<file path="src/sv/log_bucket_quantile_sketch_macros.svh">
// assertion macros for the sketch rtl
// expects clk and rst_n in the scope of each use
`ifndef LOG_BUCKET_QUANTILE_SKETCH_MACROS_SVH
`define LOG_BUCKET_QUANTILE_SKETCH_MACROS_SVH

// condition holds at every edge out of reset
`define LBQS_CHECK(lbl, cond, msg) \
  lbl: assert property (@(posedge clk) disable iff (!rst_n) (cond)) else $error(msg);

// consequent holds in the same cycle as the antecedent
`define LBQS_IMPLY(lbl, ante, cons, msg) \
  lbl: assert property (@(posedge clk) disable iff (!rst_n) (ante) |-> (cons)) else $error(msg);

`endif

</file>
<file path="src/sv/lbqs_pkg.sv">
// shared types, constants and helper functions of the log-bucket sketch
// no dependencies
package lbqs_pkg;

  localparam int SLOTS      = 64;
  localparam int SLOT_W     = 6;
  localparam int USED_W     = 7;
  localparam int KEY_W      = 16;
  localparam int TALLY_W    = 32;
  localparam int INV_W      = 24;
  localparam int QP_W       = 8;
  localparam int PCT_W      = 7;
  localparam int RUN_W      = 39;
  localparam int FIFO_DEPTH = 4;
  localparam int FIFO_AW    = 2;

  localparam logic [PCT_W-1:0]  Q_DEFAULT = 7'd50;
  localparam logic [QP_W-1:0]   Q_MOD     = 8'd101;
  localparam logic [QP_W-1:0]   Q_MOD2    = 8'd202;
  localparam logic [USED_W-1:0] SLOT_CAP  = 7'd64;

  localparam logic CFG_MAX_BUCKETS = 1'b0;
  localparam logic CFG_INV_LOG2    = 1'b1;

  typedef enum logic [1:0] {
    OP_INSERT = 2'd0,
    OP_CLEAR  = 2'd1,
    OP_QUERY  = 2'd2,
    OP_DUMP   = 2'd3
  } op_t;

  // request handed from front to back
  typedef struct packed {
    op_t             op;
    logic [KEY_W-1:0] key;
    logic [QP_W-1:0]  qp;
  } req_t;

  // one result item
  typedef struct packed {
    op_t                kind;
    logic [KEY_W-1:0]   index;
    logic [TALLY_W-1:0] count;
    logic [TALLY_W-1:0] total;
    logic [USED_W-1:0]  used;
    logic               empty;
    logic               last;
  } result_t;

  // saturating increment of a count
  function automatic logic [TALLY_W-1:0] sat_inc(input logic [TALLY_W-1:0] c);
    return (c == {TALLY_W{1'b1}}) ? c : c + 1'b1;
  endfunction

  // percent modulo 101, zero meaning fifty
  function automatic logic [PCT_W-1:0] pct_of(input logic [QP_W-1:0] qp);
    logic [QP_W-1:0] r;
    if (qp == '0) r = QP_W'(Q_DEFAULT);
    else if (qp >= Q_MOD2) r = qp - Q_MOD2;
    else if (qp >= Q_MOD) r = qp - Q_MOD;
    else r = qp;
    return r[PCT_W-1:0];
  endfunction

endpackage

</file>
<file path="src/sv/lbqs_front.sv">
// front end: takes requests and turns insert values into bucket keys
// depends on lbqs_pkg
module lbqs_front (
  input  logic                          clk,
  input  logic                          rst_n,
  input  logic                          in_valid,
  output logic                          in_ready,
  input  logic [1:0]                    in_operation,
  input  logic [47:0]                   in_sample_value,
  input  logic [lbqs_pkg::QP_W-1:0]     in_quantile_percent,
  input  logic [lbqs_pkg::INV_W-1:0]    inv_log2_base,
  output logic                          q_valid,
  input  logic                          q_ready,
  output lbqs_pkg::req_t                q_req
);

  typedef enum logic [2:0] {F_IDLE, F_NORM, F_SQ, F_MUL, F_PUSH} fstate_t;

  fstate_t                          state_r;
  lbqs_pkg::op_t                    op_r;
  logic [lbqs_pkg::QP_W-1:0]        qp_r;
  logic [47:0]                      w_r;
  logic [5:0]                       p_r;
  logic [31:0]                      x_r;
  logic [15:0]                      frac_r;
  logic [3:0]                       step_r;
  logic [lbqs_pkg::KEY_W-1:0]       key_r;
  logic [63:0]                      sq;
  logic [32:0]                      sq_top;
  logic [45:0]                      prod;

  assign in_ready = (state_r == F_IDLE);
  assign q_valid  = (state_r == F_PUSH);
  assign q_req    = '{op: op_r, key: key_r, qp: qp_r};

  // one squaring step of the mantissa, Q1.31 kept
  assign sq     = 64'(x_r) * 64'(x_r);
  assign sq_top = sq[63:31];
  // log2 in Q6.16 times reciprocal in Q4.20
  assign prod   = 46'({p_r, frac_r}) * 46'(inv_log2_base);

  // front sequencer
  always_ff @(posedge clk) begin
    if (!rst_n) begin
      state_r <= F_IDLE;
    end else begin
      unique case (state_r)
        F_IDLE: begin
          if (in_valid) begin
            op_r  <= lbqs_pkg::op_t'(in_operation);
            qp_r  <= in_quantile_percent;
            w_r   <= (in_sample_value == '0) ? 48'd1 : in_sample_value;
            p_r   <= 6'd47;
            key_r <= '0;
            state_r <= (lbqs_pkg::op_t'(in_operation) == lbqs_pkg::OP_INSERT) ?
                       F_NORM : F_PUSH;
          end
        end
        F_NORM: begin
          // leading-one search, a byte or a bit per cycle
          if (w_r[47:40] == '0) begin
            w_r <= {w_r[39:0], 8'd0};
            p_r <= p_r - 6'd8;
          end else if (!w_r[47]) begin
            w_r <= {w_r[46:0], 1'b0};
            p_r <= p_r - 6'd1;
          end else begin
            x_r     <= w_r[47:16];
            frac_r  <= '0;
            step_r  <= '0;
            state_r <= F_SQ;
          end
        end
        F_SQ: begin
          frac_r <= {frac_r[14:0], sq_top[32]};
          x_r    <= sq_top[32] ? sq_top[32:1] : sq_top[31:0];
          step_r <= step_r + 1'b1;
          if (step_r == 4'd15) state_r <= F_MUL;
        end
        F_MUL: begin
          key_r   <= lbqs_pkg::KEY_W'(prod[45:36]);
          state_r <= F_PUSH;
        end
        F_PUSH: begin
          if (q_ready) state_r <= F_IDLE;
        end
        default: state_r <= F_IDLE;
      endcase
    end
  end

endmodule

</file>
<file path="config.mk">
export PLATFORM = sky130hd
export DESIGN_NAME = lbqs_front
export DESIGN_NICKNAME = d
export VERILOG_FILES = /design/src/sv/log_bucket_quantile_sketch_macros.svh /design/src/sv/lbqs_pkg.sv /design/src/sv/lbqs_front.sv
export SDC_FILE = /design/constraint.sdc
export NUM_CORES = 2
export LEC_CHECK = 0
export BUFFER_PORTS_ARGS = -buffer_cell sky130_fd_sc_hd__buf_2
export CORE_UTILIZATION = 53
export DETAILED_ROUTE_END_ITERATION = 10
export HOLD_SLACK_MARGIN = 0.08
export PLACE_DENSITY = 0.81
export SLEW_MARGIN = 10
export SYNTH_ARGS = -nofsm -noshare
export SYNTH_HDL_FRONTEND = slang
export SYNTH_SLANG_ARGS = --single-unit
</file>
<file path="constraint.sdc">
create_clock -name clk -period 7.4 [get_ports clk]
set_input_delay 1.11 -clock clk [delete_from_list [all_inputs] [get_ports clk]]
set_output_delay 1.11 -clock clk [all_outputs]
set_load 0.01 [all_outputs]
</file>
**Word-level counts from Yosys, hierarchy flattened**

Index checks and enable logic that the tools add are counted.

- Register bits after elaboration: 135
- Input port bits: 86
- Output and inout bits: 28
- Logic and storage cells: 67

- Add/subtract/negate cells: 3
- Multiply operators: 2
- Eq/ne operators: 11
- Mux-type cells: 28
- Reduce and logical (&&, ||, !) cells: 13

Operator list:

| operator | number |
|---|---|
| $mux 48 | 4 |
| $mux 32 | 3 |
| $pmux 48 s2 | 1 |
| $mul 32x32->64 | 1 |
| $pmux 16 s2 | 2 |
| $pmux 32 s2 | 1 |
| $logic_not 48->1 | 1 |
| $mux 16 | 3 |
| $mul 22x24->46 | 1 |
| $mux 3 | 6 |
| $mux 6 | 3 |
| $pmux 3 s5 | 1 |
| $pmux 6 s2 | 1 |
| $reduce_and 3->1 | 3 |
| $logic_not 8->1 | 1 |
| $mux 4 | 2 |
| $ne 2x2->1 const B | 4 |
| $pmux 4 s2 | 1 |
| $reduce_and 4->1 | 2 |
| $eq 3x2->1 const B | 2 |
| $reduce_bool 2->1 | 3 |
| $sub 6x1->6 const B | 1 |
| $sub 6x4->6 const B | 1 |
| $reduce_and 5->1 | 1 |
| other kinds (8) | 8 |

**Longest topological paths before layout**

- Depth after elaboration: 4
- Mapped depth: 31
- Depth with buffers taken out: 28

**Worst setup path before layout**

No wires, ideal clock.

- Path type: register to register
- From: reg x_r[27]
- To: reg x_r[25] (data pin)
- Setup time: 0.259 ns
- Arrival time: 7.590 ns
- Required time: 7.141 ns
- Setup slack: -0.448 ns
- Cell stages (with the launch flop): 29
- Path buffers: 4
- Clock period less this slack: 7.848 ns
- Path through: edfxtp_1 -> clkbuf_1 -> clkbuf_1 -> nand2_1 -> fa_1 -> fa_1 -> inv_1 -> fa_1 -> inv_1 -> fa_1 -> inv_1 -> fa_1 -> fa_1 -> fa_1 -> inv_1 -> fa_1 -> inv_1 -> ha_1 -> nand4_1 -> or3_1 -> a211oi_2 -> a21boi_4 -> o21ai_4 -> and3_1 -> or3_4 -> buf_6 -> buf_6 -> a32oi_2 -> nand2_1

- Word-level cells in the longest chain between the ends: 3

RTL lines:

| what | line | RTL |
|---|---|---|
| start: declaration | lbqs_front.sv:24 | `logic [31:0] x_r;` |
| start signal: assignment | lbqs_front.sv:68 | `x_r <= w_r[47:16];` |
| start signal: assignment | lbqs_front.sv:76 | `x_r <= sq_top[32] ? sq_top[32:1] : sq_top[31:0];` |
| $mul 32x32->64 | lbqs_front.sv:37 | `assign sq = 64'(x_r) * 64'(x_r);` |
| $mux 32 | lbqs_front.sv:76 |  |
| $pmux 32 s2 | lbqs_front.sv:47 | `unique case (state_r)` |

No other way between the ends.
A chain may end at the register's enable or synchronous reset.

**Worst setup path in the final report**

- From: reg x_r[7]
- To: reg x_r[16] (data pin)

Same word-level chain as after synthesis.

==> run summary <==
The share of synthesized area in the top cell type comes to 47.7%. The number of global-route vias before repair came to 45238. The floorplan step defined a die boundary enclosing a little under 100000 um^2. The worst hold path class is flip-flop to flip-flop. At the placement stage, the worst setup path has a slack of -701 ps. Setup repair after global routing could not meet its margin everywhere.

The shortest clock period the worst path allows after layout is 7990 ps. The final number of max-transition violations came out at 0. The number of hold violations in the final report came out at 0. The cell that appears most often on the critical path is fa_1. The prevailing post-synth register cell is edfxtp_1. The initial antenna violation count came out at 3. The placeable core area is 96600 um^2.

The remaining routing DRC violations came out at 0. Counting every instance in the synthesized netlist gives 5585. For this design, the slowest cell found on the critical path is fa_1. The largest net degree at the start of global routing came out at 74. The mapped netlist covers 51500 um^2. The tree is rooted in a clkbuf_16. The post-route worst setup slack is -591 ps. The register bit count reported by yosys came out at 129. The area growth from synthesis to layout is 16.0%. The height of the chip is 314 um. The total track usage is 29.6%. The worst pin sits at a relative slew slack of 37.4%.

The number of clock buffers inserted by TritonCTS is 17. Port buffering added 107 buffers. The later pin in the worst-skew pair is clocked with a latency of 450 ps. The worst hold path begins at state_r[2]. The count of nets after finishing is 7888. The transition time at the pin with the least slew margin is 938 ps. The number of ports placed on the die boundary is 114. The wire length of the first global-routing pass came out at 230 mm. The maximum fanout encountered on the critical timing path is 7. The hold buffer count at CTS came out at 0.

STA classifies the critical path startpoint as a flip-flop. The number of cells traversed by the worst register-to-register path came out at 26. The Yosys step of the flow raised 0 warnings.

Cells with a size suffix above 1 make up around 16% of the layout. The post-DP HPWL is 118 mm. The fraction of registers with async set/reset came out at 0%. The category of the critical setup timing path is flip-flop to flip-flop.

For this block, the initial DRC count from the detailed router was 3088. The run finished, with violations left. TritonCTS built the clock tree. The average footprint of a synthesized cell is ~9.2 um^2. The startpoint identified for the worst register-to-register timing path is x_r[7]. The number of placement rows is between 100 and 150. The clock transition time at the flip-flop clock pins of the worst setup and hold paths came out at 70 ps. Summed over all instances, the cell type with the most area after synthesis is fa_1. Counting instances, the worst hold path has a depth of 1. The number of vias per cell came out at 5.44. For hold timing, the worst endpoint is state_r[0]. The final clock skew came out at 14.7 ps. The required time at the endpoint of the critical path is 7560 ps. The endpoint identified for the worst register-to-register timing path is x_r[16].

The final wirelength came out at 141 mm. The effective utilization at floorplan is 53.4%. The overall die width is 314 um. The first detailed-routing pass ran for 6 iterations.

The top achievable clock speed is 0.125 GHz. The final antenna-violating net count is 0. The final weighted congestion in routability-driven placement is ~0.96. Across all register-to-register paths, the minimum setup slack is -590 ps. The count of flip-flops with a built-in enable after synthesis is 126. By area the synthesized netlist is led by fa_1 48%, ha_1 11%, inv_1 11%, edfxtp_1 7.3%, nand2_1 5.8%. The leftover overflow at the end of global routing is 0. The kind of cell with the highest combined delay along the critical path is adder cells. The share of the cycle needed by the critical path after routing came out at 108%. Counting every sink on the clock net gives 129.

After synthesis, the most frequently instantiated cells are 1476 x inv_1, 1227 x fa_1, 790 x nand2_1. The routed wire length per instance came out at about 19 um. The category of the worst setup path capture point is a flip-flop. STA puts the critical path data arrival time at 8150 ps.

The final reports fail on setup timing. The register area share after synthesis came out at 7.46%. The peak per-stage delay on the critical path came out at 600 ps. The count of different cell masters after synthesis came out at 86. The tool flagged a number of max-cap violations equal to 0. The maximum clock insertion buffer count is 2. The critical path contains buffers and inverters numbering 7 combined. The H-tree was split into 4 levels. The vias after detailed routing is approximately 40000.

Setup violations remaining at the end of the flow were counted as 33. The most frequent cell after synthesis is inv_1.
-- worst max path at each step --
stage | from | to | depth (start not counted)
4_1_cts | x_r[4] | x_r[16] | 26
3_5_place_dp | x_r[16] | x_r[16] | 27
2_1_floorplan | x_r[11] | x_r[25] | 28
3_3_place_gp | x_r[4] | x_r[28] | 25
5_1_grt | x_r[4] | x_r[29] | 25
6_report | x_r[7] | x_r[16] | 26
-- cells in the final DEF (no fill, tap or decap), types with 9 or more instances in the layout --
master	instances
nand4_1	33
nand3_1	32
a21oi_1	118
inv_2	10
ha_4	21
ha_1	432
inv_1	1465
buf_4	596
clkbuf_16	17
and2_1	354
nor3b_1	35
xor2_1	40
nand2_1	782
a31oi_1	26
nor3_1	18
a31o_2	12
buf_2	99
buf_12	48
o211ai_1	13
nor4_1	17
fa_2	18
edfxtp_1	126
or2_2	9
and3_1	23
nor2b_1	12
and2_4	11
fa_1	1209
xnor2_1	39
a21o_1	49
o21bai_1	16
a21oi_2	18
buf_6	16
o21ai_0	79
nor2_1	111
mux2i_1	10
-- state kept, by name, indices dropped and copies added (netlist names) --
signal	flops
x_r	32
key_r	10
step_r	4
qp_r	8
w_r	48
op_r	2
frac_r	16
state_r	3
p_r	6
-- per-layer routing --
metal  GRT usage, %  vias up  wire length [um]
li1               -    17645                 -
met1           35.4    20382             50300
met2           53.5     1813             73600
met3           3.70      479             10300
met4           13.0        6              7190
met5              0        -                32
-- per-stage QoR --
step	instance area [um^2]	hold WS, ps	setup TNS (ps)	util, %	cells
2_1_floorplan	51700	495	-502	-	5590
3_3_place_gp	58000	558	-16380	60.1	7341
3_5_place_dp	58000	556	-22510	60.1	7341
4_1_cts	59300	566	-12970	61.4	7392
5_1_grt	59800	584	-22510	61.9	7408
6_report	59800	566	-16310	61.9	7409
-- cell families after synthesis --
logic type / after synthesis / share of synthesized area, %
buffers and inverters: 1738 / 12.8
DFF: 129 / 7.46
adders and majority gates: 1683 / 58.7
AOI/OAI and AO/OA: 434 / 5.45
and+or+nand+nor: 1503 / 13.9
xor gates and xnor gates: 84 / 1.43
muxes: 13 / 0.257
other: 1 / 0.00728
-- layout make-up --
cell class,count,area (um^2)
Multi-Input combinational cell,3726,42000
Clock buffer,18,429
Tap cell,1276,1600
Sequential cell,129,3840
Fill cell,7352,36800
Clock inverter,14,130
Inverter,1477,5550
Antenna cell,1,2.50
Timing Repair Buffer,768,6230
-- repair_timing --
| item | CTS | global route |
|---|---|---|
| buffers inserted | 14 | 15 |
| pin swaps | 29 | 50 |
| endpoints found under the setup margin | 38 | 39 |
| gates resized for setup | 103 | 83 |
| gates cloned | 5 | 1 |
Power is not shown: default switching activity piles up to over one toggle a cycle in this logic, so the estimate is an artifact.
