==> config.mk <==
export PLATFORM = sky130hd
export DESIGN_NAME = lbqs_fifo
export DESIGN_NICKNAME = d
export VERILOG_FILES = /design/src/sv/log_bucket_quantile_sketch_macros.svh /design/src/sv/lbqs_pkg.sv /design/src/sv/lbqs_fifo.sv
export SDC_FILE = /design/constraint.sdc
export NUM_CORES = 1
export LEC_CHECK = 0
export BUFFER_PORTS_ARGS = -buffer_cell sky130_fd_sc_hd__buf_2
export CORE_MARGIN = 1
export CORE_UTILIZATION = 35
export DETAILED_ROUTE_END_ITERATION = 12
export PLACE_DENSITY = 0.57
export SLEW_MARGIN = 10
export SYNTH_ARGS = -nofsm -noshare
export SYNTH_HDL_FRONTEND = slang
export SYNTH_SLANG_ARGS = --single-unit
==> constraint.sdc <==
create_clock -name clk -period 3.2 [get_ports clk]
set_clock_uncertainty 0.1 [all_clocks]
set_input_delay 0 -clock clk [delete_from_list [all_inputs] [get_ports clk]]
set_output_delay 0 -clock clk [all_outputs]
set_load 0.02 [all_outputs]
==> src/sv/log_bucket_quantile_sketch_macros.svh <==
// assertion macros for the sketch rtl
// expects clk and rst_n in the scope of each use
`ifndef LOG_BUCKET_QUANTILE_SKETCH_MACROS_SVH
`define LOG_BUCKET_QUANTILE_SKETCH_MACROS_SVH

// condition holds at every edge out of reset
`define LBQS_CHECK(lbl, cond, msg) \
  lbl: assert property (@(posedge clk) disable iff (!rst_n) (cond)) else $error(msg);

// consequent holds in the same cycle as the antecedent
`define LBQS_IMPLY(lbl, ante, cons, msg) \
  lbl: assert property (@(posedge clk) disable iff (!rst_n) (ante) |-> (cons)) else $error(msg);

`endif

==> src/sv/lbqs_pkg.sv <==
// shared types, constants and helper functions of the log-bucket sketch
// no dependencies
package lbqs_pkg;

  localparam int SLOTS      = 64;
  localparam int SLOT_W     = 6;
  localparam int USED_W     = 7;
  localparam int KEY_W      = 16;
  localparam int TALLY_W    = 32;
  localparam int INV_W      = 24;
  localparam int QP_W       = 8;
  localparam int PCT_W      = 7;
  localparam int RUN_W      = 39;
  localparam int FIFO_DEPTH = 4;
  localparam int FIFO_AW    = 2;

  localparam logic [PCT_W-1:0]  Q_DEFAULT = 7'd50;
  localparam logic [QP_W-1:0]   Q_MOD     = 8'd101;
  localparam logic [QP_W-1:0]   Q_MOD2    = 8'd202;
  localparam logic [USED_W-1:0] SLOT_CAP  = 7'd64;

  localparam logic CFG_MAX_BUCKETS = 1'b0;
  localparam logic CFG_INV_LOG2    = 1'b1;

  typedef enum logic [1:0] {
    OP_INSERT = 2'd0,
    OP_CLEAR  = 2'd1,
    OP_QUERY  = 2'd2,
    OP_DUMP   = 2'd3
  } op_t;

  // request handed from front to back
  typedef struct packed {
    op_t             op;
    logic [KEY_W-1:0] key;
    logic [QP_W-1:0]  qp;
  } req_t;

  // one result item
  typedef struct packed {
    op_t                kind;
    logic [KEY_W-1:0]   index;
    logic [TALLY_W-1:0] count;
    logic [TALLY_W-1:0] total;
    logic [USED_W-1:0]  used;
    logic               empty;
    logic               last;
  } result_t;

  // saturating increment of a count
  function automatic logic [TALLY_W-1:0] sat_inc(input logic [TALLY_W-1:0] c);
    return (c == {TALLY_W{1'b1}}) ? c : c + 1'b1;
  endfunction

  // percent modulo 101, zero meaning fifty
  function automatic logic [PCT_W-1:0] pct_of(input logic [QP_W-1:0] qp);
    logic [QP_W-1:0] r;
    if (qp == '0) r = QP_W'(Q_DEFAULT);
    else if (qp >= Q_MOD2) r = qp - Q_MOD2;
    else if (qp >= Q_MOD) r = qp - Q_MOD;
    else r = qp;
    return r[PCT_W-1:0];
  endfunction

endpackage

==> src/sv/lbqs_fifo.sv <==
// short request queue between front and back
// depends on lbqs_pkg
module lbqs_fifo (
  input  logic          clk,
  input  logic          rst_n,
  input  logic          push_valid,
  output logic          push_ready,
  input  lbqs_pkg::req_t push_data,
  output logic          pop_valid,
  input  logic          pop_ready,
  output lbqs_pkg::req_t pop_data
);

  lbqs_pkg::req_t                  mem_r [lbqs_pkg::FIFO_DEPTH];
  logic [lbqs_pkg::FIFO_AW-1:0]    wr_ptr_r, rd_ptr_r;
  logic [lbqs_pkg::FIFO_AW:0]      count_r;
  logic                            do_push, do_pop;

  assign push_ready = (count_r != (lbqs_pkg::FIFO_AW+1)'(lbqs_pkg::FIFO_DEPTH));
  assign pop_valid  = (count_r != '0);
  assign pop_data   = mem_r[rd_ptr_r];
  assign do_push    = push_valid && push_ready;
  assign do_pop     = pop_valid && pop_ready;

  // pointers and fill level
  always_ff @(posedge clk) begin
    if (!rst_n) begin
      wr_ptr_r <= '0;
      rd_ptr_r <= '0;
      count_r  <= '0;
    end else begin
      if (do_push) begin
        mem_r[wr_ptr_r] <= push_data;
        wr_ptr_r        <= wr_ptr_r + 1'b1;
      end
      if (do_pop) rd_ptr_r <= rd_ptr_r + 1'b1;
      if (do_push && !do_pop) count_r <= count_r + 1'b1;
      else if (do_pop && !do_push) count_r <= count_r - 1'b1;
    end
  end

endmodule

# Word level (Yosys, flattened, before mapping)
# Memory sizes are Yosys's and may differ from the RTL's. A register that Yosys moved wholly into a read port is not among the register bits.
# Index checks and enable logic that the tools add are counted.
# op_classes
mux,7
eq_ne,1
addsub,4
n_reduce_logical,8
# op_table
op,count
$mux W3,2
$add A2 B1 Y2 const B,2
$logic_and A1 B1 Y1,4
$mux W2,2
$add A3 B1 Y3 const B,1
$mux W1,3
$ne A3 B3 Y1 const B,1
$reduce_bool A3 Y1,1
$sub A3 B1 Y3 const B,1
$logic_not A1 Y1,2
$reduce_bool A2 Y1,1
# word_totals
output_inout_bits,28
memories,1
input_bits,30
ramBits,104
wordCells,24
ff_bits,7
# memory_table
memory,words,word_bits,read_ports,rd_clocked_by_memory_dff,wr,line,text
mem_r,4,26,1,1,1,lbqs_fifo.sv:14,lbqs_pkg::req_t mem_r [lbqs_pkg::FIFO_DEPTH];

# Depth between registers and ports, before layout
# Gate-level depths: netlist (run 1).
# depth
ltp_word,6
mapped_depth,8
depth_no_buf,8

# Worst setup path after synthesis (run 1)
# Ideal clock, no wire load.
# synth_timing
path_type,register to register
from,register count_r[0] (netlist bit)
to,register count_r[2] (netlist bit)
t_required_ns,3.024
slack_ns,1.008
setup_ns,0.076
arrival_time_ns,2.016
period_less_slack_ns,2.192
stages_incl_launch_ff,9
path_buffers,0
path_cell_list,dfxtp_1 > nor2_2 > a21boi_2 > ha_1 > inv_1 > fa_1 > xor2_1 > or3_1 > a21boi_0
# synth_between
elab_chain_len,5
word_cells_on_any_way,13
cone_classes,add/sub (2); eq/ne (1); mux (2); reduce/logical (8)
# synth_lines
item,line,text
start: declaration,lbqs_fifo.sv:16,logic [lbqs_pkg::FIFO_AW:0] count_r;
start signal: assignment,lbqs_fifo.sv:37,if (do_push && !do_pop) count_r <= count_r + 1'b1;
start signal: assignment,lbqs_fifo.sv:38,else if (do_pop && !do_push) count_r <= count_r - 1'b1;
$ne A3 B3 Y1 (*),lbqs_fifo.sv:19,assign push_ready = (count_r != (lbqs_pkg::FIFO_AW+1)'(lbqs_pkg::FIFO_DEPTH));
$logic_and A1 B1 Y1 (*),lbqs_fifo.sv:22,assign do_push = push_valid && push_ready;
named net do_push,lbqs_fifo.sv:17,"logic do_push, do_pop;"
$logic_not A1 Y1,lbqs_fifo.sv:38,
$logic_and A1 B1 Y1,lbqs_fifo.sv:38,
$reduce_bool A2 Y1 (no line),n/a,
# Mark *: on every way through the listed nets, which the timed path passes. The rest lies on a longest branch. The select of a mux whose other input is x is not followed.
# A chain may end at the register's enable or synchronous reset.

# Worst setup path in the final report (run 1)
# Same ends and word-level chain as after synthesis.

==> results of run 1 <==
==> per-layer routing <==
layer | wire (um) | share of wire
met3 | 334 | 0.045
met5 | 0 | 0
met4 | 78 | 0.011
met1 | 3310 | 0.45
met2 | 3660 | 0.50
==> worst reg2reg max path: stages, from the launching register on <==
cell	delay, ns
dfxtp_1	0.51
nor2_2	0.08
a21boi_2	0.33
ha_1	0.25
inv_1	0.06
fa_1	0.37
xor2_1	0.15
or3_1	0.30
a21boi_0	0.15
==> power breakdown <==
part	switching (mW)	total, mW	internal, mW
sequential	0.108	1.84	1.73
clock	0.612	1.81	1.20
combinational	0.476	0.915	0.440
total	1.20	4.57	3.37
==> flip-flops by register name, summed over array words and instances, names as in the netlist, named ones only <==
register / count
rd_ptr_r: 2
mem_r: 104
wr_ptr_r: 2
count_r: 3
==> cells by family after synthesis <==
logic type	after synthesis
xor gates and xnor gates	4
and+or+nand+nor	17
AOI/OAI and AO/OA	5
adders and majority gates	6
buffers and inverters	10
muxes	29
DFF	113
==> cells in the mapped netlist, drive strengths merged <==
library cell / count
xor2: 1
o21ai: 1
inv: 3
ha: 5
buf: 5
a21boi: 2
fa: 1
and2: 4
o31ai: 1
nand2: 5
or3: 2
nor2b: 1
edfxtp: 104
nor2: 1
mux2i: 3
o311ai: 1
clkbuf: 2
xnor2: 3
and3: 4
dfxtp: 9
mux4: 26
==> path summary, 6_finish.rpt <==
check	endpoint	startpoint	cells after the start
max	count_r[2]$_SDFFE_PN0P_	count_r[0]$_SDFFE_PN0P_	8
min reg2reg	wr_ptr_r[1]$_SDFFE_PN0P_	wr_ptr_r[1]$_SDFFE_PN0P_	2
min	mem_r[3][20]$_DFFE_PP_	push_data[20]	2
max reg2reg	count_r[2]$_SDFFE_PN0P_	count_r[0]$_SDFFE_PN0P_	8
==> through the flow <==
step / hold WS, ns / setup slack [ns] / cell area, sq um
6_report: 0.246 / 0.828 / 5590
5_1_grt: 0.248 / 0.607 / 5590
4_1_cts: 0.234 / 0.800 / 5590
3_5_place_dp: 0.123 / 0.830 / 4720
3_3_place_gp: 0.117 / 0.898 / 4720
2_1_floorplan: -0.00113 / 1.01 / 4300
==> cells in the final DEF, fill, tap and decap left out, types with 2 or more instances in the layout <==
cell / synthesis / final
clkinv_2: 0 / 3
or3_1: 2 / 2
and3_2: 0 / 4
nand2_1: 5 / 5
clkinv_1: 0 / 2
mux2i_1: 3 / 3
dfxtp_1: 9 / 8
and2_1: 4 / 4
buf_4: 0 / 2
clkinvlp_4: 0 / 3
clkbuf_16: 0 / 17
edfxtp_1: 104 / 104
buf_2: 2 / 57
ha_1: 5 / 5
xnor2_1: 3 / 3
mux4_1: 6 / 6
mux4_2: 20 / 20
inv_1: 3 / 3
dlygate4sd3_1: 0 / 30
bufinv_16: 0 / 3
==> layout make-up <==
class | count | area [sq um]
fill | 1015 | 6420
sequential | 113 | 3300
multi-input combinational | 61 | 916
timing repair buffer | 89 | 601
clock buffer | 18 | 429
tap | 147 | 184
clock inverter | 12 | 144
inverter | 3 | 11.3
==> impl_metrics.ini, run 1 <==
[timing]
finalHoldViolations = 0
relSlewSlack = 0.524
finalCritPeriodShare = 0.741
final.min_clock_period_ns = 2.37
worst_pin_slew_ns = 0.715
rsz0062_at_grt = false
setup_viol = 0
tns_ns = 0
slew_viol_final = 0
fmax_ghz = 0.422

[worst_setup_path]
cp_slowest_cell = dfxtp_1
cp_top_family = adder cells
critPathRequiredTime_ns = 3.43
cp-end-kind = register
crit_type = register to register
cp.arrival_ns = 2.60
r2r_setup_slack_ns = 0.83
cp_slowest_stage_delay_ns = 0.51
startpoint_type = register
path_buf_inv = 1
path_cells = nor2_2 > a21boi_2 > ha_1 > inv_1 > fa_1 > xor2_1 > or3_1 > a21boi_0
crit_fanout = 7

[route]
wl_mm = 7.38
vias_per_cell = 4.70
vias = 2083
drc = 0
drt_iter0_drc = 144
wl_per_cell_um = 16.7
first_pass_iters = 6
postRouteAntennaNets = 0

[synthesis]
synthMuxAreaShare = 0.149
ys_ff_latch = 113
synth-compound-area-share = 0.0143
seq_area_frac_synth = 0.769
synth_top_family_by_area = multiplexers
postSynthCellCount = 184
synth_area_leaders = edfxtp_1 (73%), mux4_2 (10%), dfxtp_1 (4.2%), mux4_1 (3.7%), ha_1 (1.5%)
synth.avg_cell_area_sq_um = 23.3
yosysTopAreaCellShare = 0.727
syn-cell-area_sq_um = 4300
synth_adder_area_share = 0.0192
synthSimpleGateAreaFrac = 0.0218
yosysWarningCount = 0
synth_fp_nets = 220
synth_cell_types = 26
yosys.area_share.xor_xnor = 0.00816
yosysTopAreaCell = edfxtp_1

[clocking]
worstSkewPairLatency_ns = 0.40
cts_made_buffers = 17
clock_sinks = 113
ctsHoldBuffers = 30
path_clk_slew_ns = 0.05
clockRootBuffer = clkbuf_16
cts_resized = 0
postCtsSetupBuffers = 0
cts_tree = built
htree_levels = 4
clock_path_buffers = 2

[cells_and_area]
layout-drive-gt1-share = 0.389
num-nets-final = 321
fin_util = 0.465
antenna_cells = 0
final_cells = 443
area_growth_syn_to_layout_pct = 30.1

[global_route]
groute.layer.met3.usage = 0.0530
track_usage = 0.127
grt_max_degree = 27
grt_pass1_wl_mm = 11.6
antenna_found_initial = 0
busiest_layer = met2
first_global_vias = 2228
use_met1 = 0.152
grt_overflow_total = 0
met2_usage = 0.205

[outcome]
status = complete, no violations

[floorplan]
die_x_um = 113
io-pin-count = 58
fp-row-count = 40
fp.coreArea_sq_um = 12000
initial_core_util = 0.358
dieArea_sq_um = 12700
dieHeight_um = 113

[hold_path]
hold_path.class = input pin to register

[power_and_ir_drop]
power_density_nw_per_um2 = 818
vdd_drop_max_v = 0.000360
finalPower_mw = 4.57
leakage_nw = 1.95

[flow_run]
max_cap_viol_count = 0

[place]
place_congestion = 0.644
io_buffers = 57
placed_cells = 383
No activity file was read; power rests on OpenSTA's default activity.
==> run 2: changes to the inputs <==
ABC_AREA = 1   (was unset)
clock period = 2.31 ns   (was 3.2 ns; I/O delays follow)
==> impl_metrics.ini, run 2 <==
[synthesis]
synth_top_family_by_area = compound AO/OA/AOI/OAI gates
yosys.area_share.xor_xnor = 0.00201
synth.avg_cell_area_sq_um = 13.7
seq_area_frac_synth = 0.757
synth_cell_types = 22
yosysWarningCount = 0
synth_fp_nets = 355
ys_async_sr_fraction = 0
synth_area_leaders = edfxtp_1 (72%), nor2_1 (5.6%), dfxtp_1 (4.1%), o22ai_1 (3.7%), o21ai_0 (3.2%)
synthMostInstantiatedCell = edfxtp_1
yosysTopAreaCellShare = 0.715
ys_ff_latch = 113
yosysTopAreaCell = edfxtp_1
synth-compound-area-share = 0.104
synth_edf_count = 104
synth_common_cells = edfxtp_1 (104), nor2_1 (65), o21ai_0 (28)
postSynthCellCount = 319
syn-cell-area_sq_um = 4370
synthMuxAreaShare = 0
synthFlopType = edfxtp_1
synthSimpleGateAreaFrac = 0.0794
synth_adder_area_share = 0.0189

[floorplan]
dieHeight_um = 114
die_x_um = 114
initial_core_util = 0.362
fp-row-count = 40
io-pin-count = 58
fp.coreArea_sq_um = 12100
dieArea_sq_um = 12900

[hold_path]
whs_path_depth = 2
hold_path.class = input pin to register
hold_path_end = mem_r[2][16]$_DFFE_PP_
min_from = push_data[16]

[global_route]
grt_overflow_total = 0
first_global_vias = 2848
grt_max_degree = 53
grt_pass1_wl_mm = 14.7
antenna_found_initial = 1
track_usage = 0.154

[clocking]
ctsHoldBuffers = 30
clockRootBuffer = clkbuf_16
worstSkewPairLatency_ns = 0.39
cts_tree = built
clock_path_buffers = 2
path_clk_slew_ns = 0.06
cts_resized = 0
htree_levels = 4
postCtsSetupBuffers = 0
clock_sinks = 113
cts_made_buffers = 17

[power_and_ir_drop]
leakage_nw = 2.09
switching_share = 0.294
power_frac_seq = 0.379
power_density_nw_per_um2 = 1140
power_frac_comb = 0.224
switchingPower_mw = 1.94
pwr-share-clk = 0.396
power.internal_mw = 4.66
finalPower_mw = 6.61
vdd_drop_max_v = 0.000568

[timing]
holdWs_ns = 0.247
rsz0062_at_grt = false
worst_pin_slew_ns = 0.522
relSlewSlack = 0.652
finalHoldViolations = 0
slew_viol_final = 0
fmax_ghz = 0.484
finalCritPeriodShare = 0.894
setup_viol = 0
tns_ns = 0
final.min_clock_period_ns = 2.06

[route]
drt_iter0_drc = 142
postRouteAntennaNets = 0
drc = 0
vias = 2827
first_pass_iters = 4
wl_mm = 9.25
vias_per_cell = 4.71
wl_per_cell_um = 15.4

[worst_setup_path]
cp.arrival_ns = 1.96
startpoint_type = register
crit_type = register to primary output
reg2reg_to = count_r[2]$_SDFFE_PN0P_
critPathRequiredTime_ns = 2.21
cp-end-kind = primary output
r2r_cells = 11
crit_fanout = 40
r2r_setup_slack_ns = 0.25
r2r_start = count_r[0]$_SDFFE_PN0P_

[cells_and_area]
regMostFlops = mem_r
top_regs = mem_r (104), count_r (3)
area_growth_syn_to_layout_pct = 32.4
seq_area_sq_um = 3300
largest_register_ffs = 104
num-nets-final = 454
layout-drive-gt1-share = 0.246
final_cell_mix = edfxtp_1 (104), nor2_1 (61), buf_2 (57)
fill_cells = 1035
fin_util = 0.479
multi_input_area_sq_um = 922
final_common_cell = edfxtp_1
final_cells = 600

[place]
placed_cells = 537
place_congestion = 0.760
io_buffers = 57
hpwl_mm = 5.56

[outcome]
status = complete, no violations

[flow_run]
max_cap_viol_count = 0
==> run 2: cell count changes after synthesis, sizes merged, moves of 4 or more <==
cell / delta
and3: -4
inv: +12
buf: +10
nor2: +65
o22ai: +26
nand3: +4
mux4: -26
and2: -4
nand2: +10
o21ai: +52
==> run 2: logic make-up (layout without fill, tap and decap cells) <==
| kind of cell | count (synthesis) | count (layout) |
|---|---|---|
| adders and majority gates | 6 | 6 |
| and+or+nand+nor | 86 | 86 |
| other | 0 | 1 |
| xor gates and xnor gates | 1 | 1 |
| AOI/OAI and AO/OA | 83 | 83 |
| buffers and inverters | 30 | 142 |
| DFF | 113 | 113 |
==> run 2: through the flow <==
stage          setup slack, ns  area (sq um)
4_1_cts                  0.146          5780
3_3_place_gp             0.442          4870
6_report                 0.245          5780
3_5_place_dp             0.325          4870
5_1_grt                 0.0685          5780
2_1_floorplan          -0.0674          4370
==> run 2: worst max path at each step <==
| stage | to | slack, ns | cells after the start |
|---|---|---|---|
| floorplan | mem_r[1][0]$_DFFE_PP_ | -0.07 | 4 |
| global placement | count_r[2]$_SDFFE_PN0P_ | 0.44 | 11 |
| detailed placement | count_r[2]$_SDFFE_PN0P_ | 0.33 | 11 |
| CTS | pop_data[14] | 0.15 | 4 |
| global route | count_r[2]$_SDFFE_PN0P_ | 0.07 | 11 |
| finish | pop_data[14] | 0.25 | 4 |
==> run 2: critical path: stages (launching register included) <==
cell,delay (ns)
dfxtp_2,0.51
buf_4,0.43
o21ai_0,0.16
o22ai_1,0.25
buf_2,0.22
==> run 2: layout make-up <==
| type | instances | share of cell area |
|---|---|---|
| well taps | 168 | 0.0364 |
| diodes | 1 | 0.000433 |
| repair buffers | 95 | 0.116 |
| clock inverters | 9 | 0.0227 |
| inverters | 15 | 0.0102 |
| flip-flops and latches | 113 | 0.572 |
| multi-input cells | 176 | 0.160 |
| clock buffers | 23 | 0.0827 |
==> run 2: layer usage <==
layer / global-route usage / part of all wire / vias up
li1: - / - / 1367
met1: 0.192 / 0.43 / 1377
met2: 0.255 / 0.51 / 77
met3: 0.0499 / 0.053 / 6
met4: 0.0500 / 0.0066 / 0
met5: 0 / 0 / -
==> run 2: power by group through the flow <==
stage               Clock [mW]  Combinational, mW  Sequential [mW]
detailed placement           0               1.44             2.55
global route              2.77               1.63             2.52
finish                    2.62               1.48             2.51
global placement             0               1.41             2.54
CTS                       2.66               1.50             2.51
floorplan                    0               1.02             2.51
==> run 3: changes to the inputs <==
PLACE_DENSITY = unset   (was 0.57)
clock period = 1.8 ns   (was 2.31 ns; I/O delays follow)
==> impl_metrics.ini, run 3 (synthesis results as in run 2) <==
[place]
placed_cells = 547
io_buffers = 57
place_congestion = 0.762
hpwl_mm = 5.66

[route]
wl_mm = 9.11
wl_per_cell_um = 15.0
drc = 0
vias_per_cell = 4.64
postRouteAntennaNets = 0
vias = 2826
first_pass_iters = 4
drt_iter0_drc = 123

[global_route]
grt_pass1_wl_mm = 14.6
track_usage = 0.153
antenna_found_initial = 0
grt_max_degree = 35
grt_overflow_total = 0
first_global_vias = 2923

[clocking]
worstSkewPairLatency_ns = 0.40
cts_made_buffers = 17
htree_levels = 4
clock_sinks = 113
clock_path_buffers = 2
clockRootBuffer = clkbuf_16
cts_tree = built
path_clk_slew_ns = 0.05

[hold_path]
whs_path_depth = 2
min_from = push_data[24]
hold_path_end = mem_r[2][24]$_DFFE_PP_
hold_path.class = input pin to register

[worst_setup_path]
r2r_cells = 11
r2r_setup_slack_ns = 0.07
cp_common_cell = nand2_1
cp_top_family = adder cells
path_cells = nor2_4 > a21boi_2 > ha_4 > inv_2 > fa_2 > inv_1 > nand2_1 > nand3_2 > nand2_1 > nand2_1 > nor2_1
cp_num_cells = 11
r2r_start = count_r[0]$_SDFFE_PN0P_
reg2reg_to = count_r[2]$_SDFFE_PN0P_
cp.arrival_ns = 1.93
path_buf_inv = 2
cp_slowest_stage_delay_ns = 0.36
cp-end-kind = register
crit_fanout = 3
critPathRequiredTime_ns = 1.99
startpoint_type = register
crit_type = register to register
cp_slowest_cell = fa_2

[timing]
rsz0062_at_grt = true
slew_viol_final = 0
setup_viol = 0
relSlewSlack = 0.802
final.min_clock_period_ns = 1.73
worst_pin_slew_ns = 0.298
fmax_ghz = 0.577
finalCritPeriodShare = 0.962
finalHoldViolations = 0

[cells_and_area]
fill_cells = 1053
fin_util = 0.488
final_cell_mix = edfxtp_1 (104), nor2_1 (61), buf_2 (57)
num-nets-final = 464
multi_input_area_sq_um = 953
final_common_cell = edfxtp_1
final_cells = 609
largest_register_ffs = 104
seq_area_sq_um = 3310
layout-drive-gt1-share = 0.274
regMostFlops = mem_r
area_growth_syn_to_layout_pct = 34.9
antenna_cells = 0
top_regs = mem_r (104), count_r (3)

[outcome]
status = complete, no violations

[floorplan]
initial_core_util = 0.362
dieArea_sq_um = 12900
fp.coreArea_sq_um = 12100
fp-row-count = 40
die_x_um = 114
dieHeight_um = 114
io-pin-count = 58

[power_and_ir_drop]
vdd_drop_max_v = 0.000737
power_density_nw_per_um2 = 1430
leakage_nw = 2.14
finalPower_mw = 8.42

[flow_run]
max_cap_viol_count = 0
-- run 3: per-stage QoR --
step | worst slack [ns] | TNS, ns | area, sq um | hold WS, ns
2_1_floorplan | -0.178 | -18.55 | 4380 | -0.00113
3_3_place_gp | 0.0589 | 0 | 4990 | 0.117
3_5_place_dp | -0.00258 | -0.00258 | 4990 | 0.123
4_1_cts | 0.00508 | 0 | 5840 | 0.239
5_1_grt | -0.0341 | -0.0404 | 5890 | 0.252
6_report | 0.0683 | 0 | 5890 | 0.248
-- run 3: power by group --
| group | switching (mW) | internal [mW] |
|---|---|---|
| Clock | 1.06 | 1.99 |
| Combinational | 1.38 | 0.806 |
| Sequential | 0.0968 | 3.09 |
-- run 3: area by class of cell --
| cell class | count | share of cell area |
|---|---|---|
| flip-flops and latches | 113 | 0.562 |
| repair buffers | 105 | 0.137 |
| clock buffers | 25 | 0.0824 |
| well taps | 168 | 0.0357 |
| inverters | 15 | 0.0113 |
| clock inverters | 7 | 0.0102 |
| multi-input cells | 176 | 0.162 |
-- run 3: worst max-delay path by stage --
stage / startpoint / end / slack, ns
after global routing: count_r[1]$_SDFFE_PN0P_ / count_r[2]$_SDFFE_PN0P_ / -0.03
after global placement: count_r[1]$_SDFFE_PN0P_ / count_r[2]$_SDFFE_PN0P_ / 0.06
after floorplan: count_r[0]$_SDFFE_PN0P_ / mem_r[0][0]$_DFFE_PP_ / -0.18
final: count_r[0]$_SDFFE_PN0P_ / count_r[2]$_SDFFE_PN0P_ / 0.07
after detailed placement: count_r[1]$_SDFFE_PN0P_ / count_r[2]$_SDFFE_PN0P_ / -0.003
after CTS: register / pop_data[2] / 0.005
-- run 3: routing by layer --
layer	vias to the layer above	global-route usage	routed length, um
met4	0	0.0658	125
met5	-	0	0
met2	65	0.254	4490
met3	12	0.0505	378
met1	1355	0.182	4120
li1	1394	-	-
-- run 3: repair_timing --
item | 4_1_cts | 5_1_grt
pin swaps | 1 | 3
setup endpoints to repair | 11 | 12
hold buffers | 29 | 0
gates resized for setup | 7 | 10
hold endpoints to repair | 113 | 0
buffers inserted | 0 | 1
-- run 3: worst reg2reg max path, delay by kind of cell, from the launching register on --
kind,cells,cell delay [ns]
and+or+nand+nor,6,0.32
adders and majority gates,2,0.53
AOI/OAI and AO/OA,1,0.22
DFF,1,0.35
buffers and inverters,2,0.11
